`src/design/assert_macros.svh`:
```
// Assertion helpers shared by the RTL.
`ifndef ASSERT_MACROS_SVH
`define ASSERT_MACROS_SVH

`ifndef SYNTHESIS

// Property that must hold at every clock edge outside reset.
`define ASSERT_PROP(lbl, clk, rst_n, prop) \
  lbl: assert property (@(posedge clk) disable iff (!rst_n) prop) \
    else $error("assertion failed");

// Condition that must never be true outside reset.
`define ASSERT_NEVER(lbl, clk, rst_n, cond) \
  lbl: assert property (@(posedge clk) disable iff (!rst_n) !(cond)) \
    else $error("forbidden condition seen");

`else

`define ASSERT_PROP(lbl, clk, rst_n, prop)
`define ASSERT_NEVER(lbl, clk, rst_n, cond)

`endif

`endif

```
`src/design/tlvx_pkg.sv`:
```
`timescale 1ns / 1ps
`default_nettype none

package tlvx_pkg;

  // parse phases
  localparam logic [2:0] PH_HDR0  = 3'd0;
  localparam logic [2:0] PH_HDR1  = 3'd1;
  localparam logic [2:0] PH_HDR2  = 3'd2;
  localparam logic [2:0] PH_HDR3  = 3'd3;
  localparam logic [2:0] PH_VALUE = 3'd4;
  localparam logic [2:0] PH_IDLE  = 3'd5;

  // parse_status codes
  localparam logic [1:0] ST_OK        = 2'd0;
  localparam logic [1:0] ST_VAL_TRUNC = 2'd1;
  localparam logic [1:0] ST_HDR_TRUNC = 2'd2;

  // configuration register indexes
  localparam logic [1:0] CFG_MAX_RECORDS = 2'd0;
  localparam logic [1:0] CFG_MATCH_TYPE  = 2'd1;
  localparam logic [1:0] CFG_MATCH_INDEX = 2'd2;

  localparam logic [7:0]  MAX_RECORDS_RST = 8'd0;
  localparam logic [15:0] MATCH_TYPE_RST  = 16'd0;
  localparam logic [15:0] MATCH_INDEX_RST = 16'd1;

  typedef struct packed {
    logic [15:0] record_type;
    logic [15:0] record_length;
    logic        is_match;
    logic [31:0] value_dword;
    logic [15:0] value_word;
    logic [7:0]  value_byte;
    logic [1:0]  parse_status;
    logic        end_of_chain;
  } tlvx_result_t;

endpackage

`default_nettype wire

```
`src/design/tlv_stream_parser_extract_top.sv`:
```
// Channel | Dir | Handshake          | Payload
// in_     | in  | in_valid/in_stall  | data_byte, first_of_buffer, last_of_buffer
// out_    | out | out_valid/out_stall| type, length, match, value words, status, eoc
// cfg_    | in  | cfg_valid/cfg_ready| cfg_index (2b), cfg_data (16b)
//
// One byte is accepted per cycle unless in_stall; its result (if any) is registered.
// The parse step is one pass of logic from the state registers to the result register.
// A two-entry output (result register plus skid register) keeps in_stall registered;
// in_stall rises only once both entries hold results and drops as the output drains.
// rst_n is synchronous: parse state, counters and config registers take reset values.
`timescale 1ns / 1ps
`default_nettype none

`include "assert_macros.svh"

module tlv_stream_parser_extract_top (
  input  wire logic        clk,
  input  wire logic        rst_n,

  input  wire logic        in_valid,
  output logic             in_stall,
  input  wire logic [7:0]  in_data_byte,
  input  wire logic        in_first_of_buffer,
  input  wire logic        in_last_of_buffer,

  output logic             out_valid,
  input  wire logic        out_stall,
  output logic [15:0]      out_record_type,
  output logic [15:0]      out_record_length,
  output logic             out_is_match,
  output logic [31:0]      out_value_dword,
  output logic [15:0]      out_value_word,
  output logic [7:0]       out_value_byte,
  output logic [1:0]       out_parse_status,
  output logic             out_end_of_chain,

  input  wire logic        cfg_valid,
  output logic             cfg_ready,
  input  wire logic [1:0]  cfg_index,
  input  wire logic [15:0] cfg_data
);

  // config
  logic [7:0]  max_records_r;
  logic [15:0] match_type_r;
  logic [15:0] match_index_r;

  // parse state
  logic [2:0]  phase_r,        phase_nxt;
  logic [15:0] type_r,         type_nxt;
  logic [15:0] length_r,       length_nxt;
  logic [15:0] bytes_left_r,   bytes_left_nxt;
  logic [31:0] head_r,         head_nxt;
  logic [7:0]  records_done_r, records_done_nxt;
  logic [15:0] matches_seen_r, matches_seen_nxt;

  // output stage
  logic                  out_valid_r;
  logic                  skid_valid_r;
  tlvx_pkg::tlvx_result_t out_r;
  tlvx_pkg::tlvx_result_t skid_r;

  tlvx_pkg::tlvx_result_t res;
  logic        res_valid;
  logic        complete;
  logic        end_hit;
  logic [15:0] val_idx;
  logic        in_fire;
  logic        out_take;
  logic        res_fire;

  assign cfg_ready = 1'b1;
  assign in_stall  = skid_valid_r;
  assign in_fire   = in_valid && !skid_valid_r;
  assign out_take  = out_valid_r && !out_stall;
  assign res_fire  = in_fire && res_valid;

  always_ff @(posedge clk) begin
    if (!rst_n) begin
      max_records_r <= tlvx_pkg::MAX_RECORDS_RST;
      match_type_r  <= tlvx_pkg::MATCH_TYPE_RST;
      match_index_r <= tlvx_pkg::MATCH_INDEX_RST;
    end else if (cfg_valid && cfg_ready) begin
      case (cfg_index)
        tlvx_pkg::CFG_MAX_RECORDS: max_records_r <= cfg_data[7:0];
        tlvx_pkg::CFG_MATCH_TYPE:  match_type_r  <= cfg_data;
        tlvx_pkg::CFG_MATCH_INDEX: match_index_r <= cfg_data;
        default: ;
      endcase
    end
  end

  // one parse step for the byte on the input
  always_comb begin
    if (in_first_of_buffer) begin
      phase_nxt        = tlvx_pkg::PH_HDR0;
      type_nxt         = '0;
      length_nxt       = '0;
      bytes_left_nxt   = '0;
      head_nxt         = '0;
      records_done_nxt = '0;
      matches_seen_nxt = '0;
    end else begin
      phase_nxt        = phase_r;
      type_nxt         = type_r;
      length_nxt       = length_r;
      bytes_left_nxt   = bytes_left_r;
      head_nxt         = head_r;
      records_done_nxt = records_done_r;
      matches_seen_nxt = matches_seen_r;
    end
    complete  = 1'b0;
    end_hit   = 1'b0;
    res_valid = 1'b0;
    res       = '0;
    val_idx   = length_nxt - bytes_left_nxt;

    if (phase_nxt < tlvx_pkg::PH_IDLE) begin
      case (phase_nxt)
        tlvx_pkg::PH_HDR0: begin
          type_nxt  = {in_data_byte, 8'h00};
          head_nxt  = '0;
          phase_nxt = tlvx_pkg::PH_HDR1;
        end
        tlvx_pkg::PH_HDR1: begin
          type_nxt  = {type_nxt[15:8], in_data_byte};
          phase_nxt = tlvx_pkg::PH_HDR2;
        end
        tlvx_pkg::PH_HDR2: begin
          length_nxt = {in_data_byte, 8'h00};
          phase_nxt  = tlvx_pkg::PH_HDR3;
        end
        tlvx_pkg::PH_HDR3: begin
          length_nxt     = {length_nxt[15:8], in_data_byte};
          bytes_left_nxt = length_nxt;
          if (length_nxt == 16'd0) begin
            complete = 1'b1;
          end else begin
            phase_nxt = tlvx_pkg::PH_VALUE;
          end
        end
        default: begin
          // value byte: only the first four land in the head word
          if (val_idx[15:2] == 14'd0) begin
            case (val_idx[1:0])
              2'd0:    head_nxt[31:24] = in_data_byte;
              2'd1:    head_nxt[23:16] = in_data_byte;
              2'd2:    head_nxt[15:8]  = in_data_byte;
              default: head_nxt[7:0]   = in_data_byte;
            endcase
          end
          bytes_left_nxt = bytes_left_nxt - 16'd1;
          complete       = (bytes_left_nxt == 16'd0);
        end
      endcase

      if (complete) begin
        if (records_done_nxt != 8'hFF) begin
          records_done_nxt = records_done_nxt + 8'd1;
        end
        if (type_nxt == match_type_r) begin
          if (matches_seen_nxt != 16'hFFFF) begin
            matches_seen_nxt = matches_seen_nxt + 16'd1;
          end
          res.is_match = (match_index_r != 16'd0) && (matches_seen_nxt == match_index_r);
        end
        end_hit = in_last_of_buffer ||
                  ((max_records_r != 8'd0) && (records_done_nxt == max_records_r));
        res.record_type   = type_nxt;
        res.record_length = length_nxt;
        res.value_dword   = (length_nxt >= 16'd4) ? head_nxt : 32'd0;
        res.value_word    = (length_nxt >= 16'd2) ? head_nxt[31:16] : 16'd0;
        res.value_byte    = (length_nxt >= 16'd1) ? head_nxt[31:24] : 8'd0;
        res.parse_status  = tlvx_pkg::ST_OK;
        res.end_of_chain  = end_hit;
        res_valid         = 1'b1;
        phase_nxt         = end_hit ? tlvx_pkg::PH_IDLE : tlvx_pkg::PH_HDR0;
      end else if (in_last_of_buffer) begin
        res.parse_status = (phase_nxt == tlvx_pkg::PH_VALUE) ?
                           tlvx_pkg::ST_VAL_TRUNC : tlvx_pkg::ST_HDR_TRUNC;
        res.end_of_chain = 1'b1;
        res_valid        = 1'b1;
        phase_nxt        = tlvx_pkg::PH_IDLE;
      end
    end
  end

  always_ff @(posedge clk) begin
    if (!rst_n) begin
      phase_r        <= tlvx_pkg::PH_HDR0;
      type_r         <= '0;
      length_r       <= '0;
      bytes_left_r   <= '0;
      head_r         <= '0;
      records_done_r <= '0;
      matches_seen_r <= '0;
    end else if (in_fire) begin
      phase_r        <= phase_nxt;
      type_r         <= type_nxt;
      length_r       <= length_nxt;
      bytes_left_r   <= bytes_left_nxt;
      head_r         <= head_nxt;
      records_done_r <= records_done_nxt;
      matches_seen_r <= matches_seen_nxt;
    end
  end

  // result register plus skid entry
  always_ff @(posedge clk) begin
    if (!rst_n) begin
      out_valid_r  <= 1'b0;
      skid_valid_r <= 1'b0;
    end else if (skid_valid_r) begin
      if (out_take) begin
        skid_valid_r <= 1'b0;
      end
    end else if (res_fire) begin
      if (!out_valid_r || out_take) begin
        out_valid_r <= 1'b1;
      end else begin
        skid_valid_r <= 1'b1;
      end
    end else if (out_take) begin
      out_valid_r <= 1'b0;
    end
  end

  always_ff @(posedge clk) begin
    if (skid_valid_r) begin
      if (out_take) begin
        out_r <= skid_r;
      end
    end else if (res_fire) begin
      if (!out_valid_r || out_take) begin
        out_r <= res;
      end else begin
        skid_r <= res;
      end
    end
  end

  assign out_valid         = out_valid_r;
  assign out_record_type   = out_r.record_type;
  assign out_record_length = out_r.record_length;
  assign out_is_match      = out_r.is_match;
  assign out_value_dword   = out_r.value_dword;
  assign out_value_word    = out_r.value_word;
  assign out_value_byte    = out_r.value_byte;
  assign out_parse_status  = out_r.parse_status;
  assign out_end_of_chain  = out_r.end_of_chain;

  `ASSERT_PROP(a_skid_needs_out, clk, rst_n, skid_valid_r |-> out_valid_r)
  `ASSERT_PROP(a_skid_drains_to_out, clk, rst_n, (skid_valid_r && !out_stall) |=> out_valid_r)
  `ASSERT_NEVER(a_phase_range, clk, rst_n, phase_r > tlvx_pkg::PH_IDLE)
  `ASSERT_PROP(a_value_left, clk, rst_n, (phase_r == tlvx_pkg::PH_VALUE) |-> (bytes_left_r != 16'd0))

endmodule

`default_nettype wire
```
`config.mk`:
```
export PLATFORM = sky130hd
export DESIGN_NAME = tlv_stream_parser_extract_top
export DESIGN_NICKNAME = d
export VERILOG_FILES = /design/src/design/tlvx_pkg.sv /design/src/design/tlv_stream_parser_extract_top.sv
export VERILOG_INCLUDE_DIRS = /design/src /design/src/design
export SDC_FILE = /design/constraint.sdc
export NUM_CORES = 1
export LEC_CHECK = 0
export BUFFER_PORTS_ARGS = -buffer_cell sky130_fd_sc_hd__buf_2
export CAP_MARGIN = 30
export CORE_ASPECT_RATIO = 2
export CORE_UTILIZATION = 30
export CTS_BUF_LIST = sky130_fd_sc_hd__clkbuf_4
export DETAILED_ROUTE_END_ITERATION = 12
export PLACE_DENSITY_LB_ADDON = 0.08
export SYNTH_ARGS = -nofsm -noshare
export SYNTH_HDL_FRONTEND = slang
export SYNTH_SLANG_ARGS = --single-unit
```
`constraint.sdc`:
```
create_clock -name clk -period 8.4 [get_ports clk]
set_input_delay 0 -clock clk [delete_from_list [all_inputs] [get_ports clk]]
set_output_delay 0 -clock clk [all_outputs]
set_load 0.03 [all_outputs]
```
==> metrics, run 1 <==
status finished, final reports clean; CTS buffer count 87; Slew @ Worst Pin 1000 ps; crit share post-route between 50 and 60%; Multi-input gate area ~8900 um^2; overall power 3.71 mW; Yosys reg bits 333; Die Footprint 61500 um^2; FMAX 199 MHz; Core Area 59900 um^2; Synth Instances 1926; FF/Latch Area 8510 um^2; Worst Path Buf+Inv 4; Synth Warn # 0; hold bufs inserted after CTS 67; largest net degree at the start of global routing 87; DR WL/cell approximately 23 um; critical path cell sequence dlygate4sd3_1 > buf_4 > buf_4 > nor2b_1 > fa_1 > and2_1 > o211a_1 > o311ai_1 > a21oi_1 > o31ai_1 > and4b_1 > and2_2 > buf_4 > a31oi_1 > o31ai_1; CP arrival 5640 ps; total global routing overflow 0; ANT nets after route 0; Crit Path Max Fanout 55; max FFs per register 92; post-cts sizing count 0; Final TNS setup 0 ps; Post-Syn Nets 1975; H-tree depth 3; critical path's most frequent cell buf_4; PwrDens 175 nW/um^2; Peak VDD IR 0.0809 mV; via/cell ratio 5.44; final hold vios 0; initial antenna violation count 1; total wire length 66.4 mm; number of synthesized flops with an enable pin between 150 and 200; PortBufs 126; CP top delay family buffers and inverters; all-layer global routing usage 21.8%; Most used DFF post-synth edfxtp_1; LEAKAGE 7.54 nW; Largest Register skid_r; CTS clk-pin slew, worst paths 60 ps; DR iter-0 viols 1152; Mapped Area between 15000 and 20000 um^2; Sink Count 333; Worst-Skew Late Latency 850 ps; register area share after synthesis 46.9%; Slew HR 33.1%; Die Y 350 um; Final #Nets 2135; Tmin final 5020 ps; area grow syn2layout 17.0%; max-slew violations 0; clk_skew 86.9 ps; CTS root buf clkbuf_4; unrepaired setup endpoints after global routing false; placement row count approximately 130; detailed placer's ending HPWL 45.0 mm; drc violations 0; Worst path slowest cell o311ai_1; critical path type in2reg; Critical Path End Type register; worst slack at placement 3120 ps; I/O pins 128; CTS tree built; post-CTS setup buffers 0; Initial Util 30.3%; GPL Wtd Cong approximately 0.86; number of fill cells 6219; Vias ~16000; vias in the first global route 16336; TritonRoute pass-1 iters 5; critical path's largest stage delay about 710 ps; async set-reset flop share out of synthesis 0%; CP startpoint kind input port; syn avg cell area 9.42 um^2; Worst Path Required about 9000 ps; Setup violations, final 0; first-pass GRT wire length ~100 mm; max_cap viols 0; CTS Buffer Depth 3; post-synth cell types 88; die width 176 um; layout cells sized above 1 ~18%; final worst slack 3380 ps; Hold Crit Class in2reg
[power by group]
| part | switching, mW | total [mW] | internal [mW] |
|---|---|---|---|
| clock network | 0.730 | 1.50 | 0.772 |
| logic | 0.290 | 0.429 | 0.139 |
| registers | 0.0291 | 1.78 | 1.75 |
| total | 1.05 | 3.71 | 2.66 |
[synthesized netlist by cell type (all sizes together) (22+ instances only)]
cell    instances  share of area, %
buf            41               1.2
a21boi         73               3.0
o21ai          87               2.4
a31oi          26               1.4
edfxtp        184                30
nor2          108               2.3
clkbuf        115               2.4
nand4          22              0.76
and2           28              0.97
nor2b          51               1.8
mux2           26               1.6
xnor2          50               2.4
dfxtp         149                16
o31ai          54               2.2
nor4           25              0.98
nand3          33              0.91
mux2i          39               2.2
and3           39               1.3
a21o           22              0.91
nand2         291               6.0
nor3           64               1.8
a211oi         42               1.8
a21oi          86               2.4
a221oi         22               1.1
inv            28              0.58
[kinds of logic after synthesis]
| group | Yosys count | share of synthesized area (%) |
|---|---|---|
| AND/OR/NAND/NOR | 748 | 20.5 |
| flip-flops | 333 | 46.9 |
| AO/OA/AOI/OAI | 520 | 20.6 |
| other | 1 | 0.0207 |
| buffers and inverters | 185 | 4.21 |
| adder cells (fa/ha/maj) | 16 | 1.14 |
| multiplexers | 65 | 3.77 |
| XOR/XNOR | 58 | 2.80 |
[stage by stage]
| step | util (%) | instance area (um^2) | std cells | hold slack (ps) |
|---|---|---|---|---|
| global route | 35.4 | 21200 | 2931 | 33.5 |
| CTS | 35.4 | 21200 | 2928 | 5.82 |
| finish | 35.4 | 21200 | 2932 | 90.1 |
| floorplan | - | 18100 | 1926 | 124 |
| detailed placement | 32.4 | 19400 | 2704 | 284 |
| global placement | 32.4 | 19400 | 2703 | 283 |
[path summary, 6_finish.rpt]
path                                    startpoint                 to  slack [ps]  depth (start not counted)
worst max-delay path            in_first_of_buffer  out_value_word[6]        3380                         15
worst min-delay path                     out_stall          out_valid          90                          5
worst max register to register     bytes_left_r[0]  out_value_word[6]        3380                         14
worst min register to register           head_r[4]          head_r[4]         460                          2
[worst reg2reg max path, delay by kind of cell, from the launching register on]
family                     cells  cell delay [ps]
AOI/OAI and AO/OA              6             1960
adders and majority gates      2              590
buffers and inverters          2              570
DFF                            1              500
and+or+nand+nor                4             1220
[final cells by class]
cell class              instances  share of cell area (%)
diodes                          4                  0.0472
clock buffers                 137                    4.85
clock inverters                20                   0.554
inverters                      29                   0.513
multi-input cells            1408                    42.0
flip-flops and latches        333                    40.1
well taps                     774                    4.56
repair buffers                227                    7.42
[routing by layer]
layer / GRT usage (%) / wire [um]
met5: 0 / 0
met4: 13.0 / 3740
met3: 3.16 / 2870
met2: 41.7 / 36300
met1: 22.0 / 23500
[layout by cell type, fill, tap and decap left out, types with 8 or more instances in the layout]
cell type	count
dlygate4sd3_1	67
dfxtp_1	148
or2_2	11
nand4_1	22
o21a_1	11
nor2_1	105
nor3_1	63
nor3b_1	10
clkinv_1	12
a211oi_1	40
ha_1	15
nor4_1	23
mux2i_1	39
and2_1	26
a221oi_1	22
xor2_1	8
a21o_1	22
nand2_1	291
inv_1	28
nand4bb_1	8
o221a_2	12
nand3_1	33
buf_2	124
nand2b_1	14
o21ai_0	85
o311a_1	19
nor2b_1	48
o31ai_1	54
clkbuf_4	137
and3_1	38
and4b_1	9
a21oi_1	85
a21boi_0	73
edfxtp_1	184
a31oi_1	18
buf_4	35
mux2_2	26
o211ai_1	11
xnor2_1	50
or3_1	12
No activity file was read; power rests on OpenSTA's default activity.
==> run 2: changes to the inputs <==
==> constraint.sdc (replaced) <==
create_clock -name clk -period 4.3 [get_ports clk]
set_input_delay 0 -clock clk [delete_from_list [all_inputs] [get_ports clk]]
set_output_delay 0 -clock clk [all_outputs]
set_load 0.03 [all_outputs]
==> metrics, run 2 (synthesis results as in run 1) <==
status finished, final reports clean; detailed placer's ending HPWL between 40 and 50 mm; r2r setup slk 260 ps; DR iter-0 viols between 1000 and 1500; Sink Count 333; total global routing overflow 0; GPL Wtd Cong 0.899; layout cells sized above 1 20.1%; all-layer global routing usage 22.2%; area grow syn2layout 19.8%; Clock power frac 40.6%; Die Y 350 um; Peak VDD IR 0.200 mV; Final #Nets 2183; Largest Register skid_r; Critical Path End Type register; Slew @ Worst Pin ~870 ps; CTS root buf clkbuf_4; Hold Crit Class in2reg; switching power total 2.10 mW; FMAX about 250 MHz; Worst Path Required slightly below 5000 ps; largest net degree at the start of global routing 72; WHS 40.0 ps; vias in the first global route 16394; I/O pins 128; Vias 16110; CTS clk-pin slew, worst paths approximately 70 ps; Gate power share 12.0%; placement row count 127; PortBufs ~130; Initial Util 30.3%; H-tree depth 3; commonest non-fill, non-tap cell in the layout nand2_1; Reg power frac 47.5%; CP startpoint kind register; wire length on met3 2.71 mm; DR WL/cell 22.9 um; LEAKAGE 7.82 nW; uppermost layer routed met4; Slew HR 41.3%; first-pass GRT wire length 102 mm; TritonRoute pass-1 iters 5; max-slew violations 0; PwrDens 337 nW/um^2; CTS buffer count 87; Pint 5.21 mW; ANT nets after route 0; post-CTS setup buffers 0; Die Footprint 61500 um^2; max_cap viols 0; initial antenna violation count 3; Worst-Skew Late Latency 870 ps; final hold vios 0; clk_skew 48.6 ps; Final TNS setup 0 ps; Switching Share 28.8%; crit share post-route a little over nine tenths; Core Util, Final 36.3%; Crit Path Max Fanout 28; Setup violations, final 0; max FFs per register 92; critical path type reg2reg; unrepaired setup endpoints after global routing false; CP arrival 4690 ps; WL met2 37.2 mm; via/cell ratio 5.40; most frequent cells in the layout 291 x nand2_1, 184 x edfxtp_1, 147 x dfxtp_1; M1 wire length 23.9 mm; CTS tree built; drc violations 0; Tmin final ~4000 ps; CTS Buffer Depth 3; total wire length slightly below 70 mm; die width 176 um; Core Area between 50000 and 60000 um^2
-- run 2: cell count changes in the layout (fill, tap and decap cells not counted), moves of 3 or more --
| cell | before | now |
|---|---|---|
| buf_4 | 35 | 77 |
| buf_12 | 1 | 8 |
| clkinv_1 | 12 | 19 |
| dlygate4sd3_1 | 67 | 63 |
| a31oi_1 | 18 | 15 |
| a31oi_2 | 4 | 7 |
-- run 2: area by class of cell --
type | instances | area, um^2
clock inverter | 26 | 144
antenna | 3 | 7.51
timing repair buffer | 275 | 2030
sequential | 333 | 8510
tap | 774 | 968
inverter | 29 | 109
fill | 6183 | 38200
multi-input combinational | 1408 | 8940
clock buffer | 135 | 1010
-- run 2: repair_timing --
action	4_1_cts	5_1_grt
hold endpoints to repair	352	0
hold buffers	63	0
endpoints found under the setup margin	0	39
resized for setup	0	6
-- run 2: per-layer routing --
metal	GRT usage (%)	vias up
met5	0	-
met4	14.9	0
met3	3.13	189
met2	42.7	508
met1	21.5	7788
li1	-	7625
-- run 2: worst paths after layout --
path,start,endpoint,cells past startpoint
setup / recovery,bytes_left_r[0],out_value_word[7],14
hold / removal,cfg_data[1],match_index_r[1],4
setup reg to reg,bytes_left_r[0],out_value_word[7],14
hold reg to reg,head_r[1],head_r[1],2
-- run 2: per-stage QoR --
step | power [mW] | cell area (um^2) | instances | setup slack [ps]
final | 7.31 | 21700 | 2983 | 256
after global placement | 4.37 | 19800 | 2752 | 288
after CTS | 7.42 | 21700 | 2979 | 123
after detailed placement | 4.38 | 19900 | 2755 | 179
after global routing | 7.65 | 21700 | 2983 | 30.4
after floorplan | 4.05 | 18200 | 1926 | 1.80
-- run 2: critical path, stage by stage, from the launching register on --
cell	delay, ps
dfxtp_2	400
nor2b_2	190
ha_1	170
inv_1	50
fa_1	410
and2_1	170
o211a_1	270
or3_1	380
o21ai_0	220
nand4_1	170
nor4_4	300
and2_2	280
buf_12	230
a31oi_1	190
o31ai_1	330
-- run 2: power by group through the flow --
stage	Sequential [mW]	Combinational [mW]	Clock, mW
floorplan	3.59	0.455	0
global placement	3.54	0.829	0
detailed placement	3.54	0.832	0
CTS	3.47	0.877	3.08
global route	3.48	0.937	3.23
finish	3.47	0.876	2.97
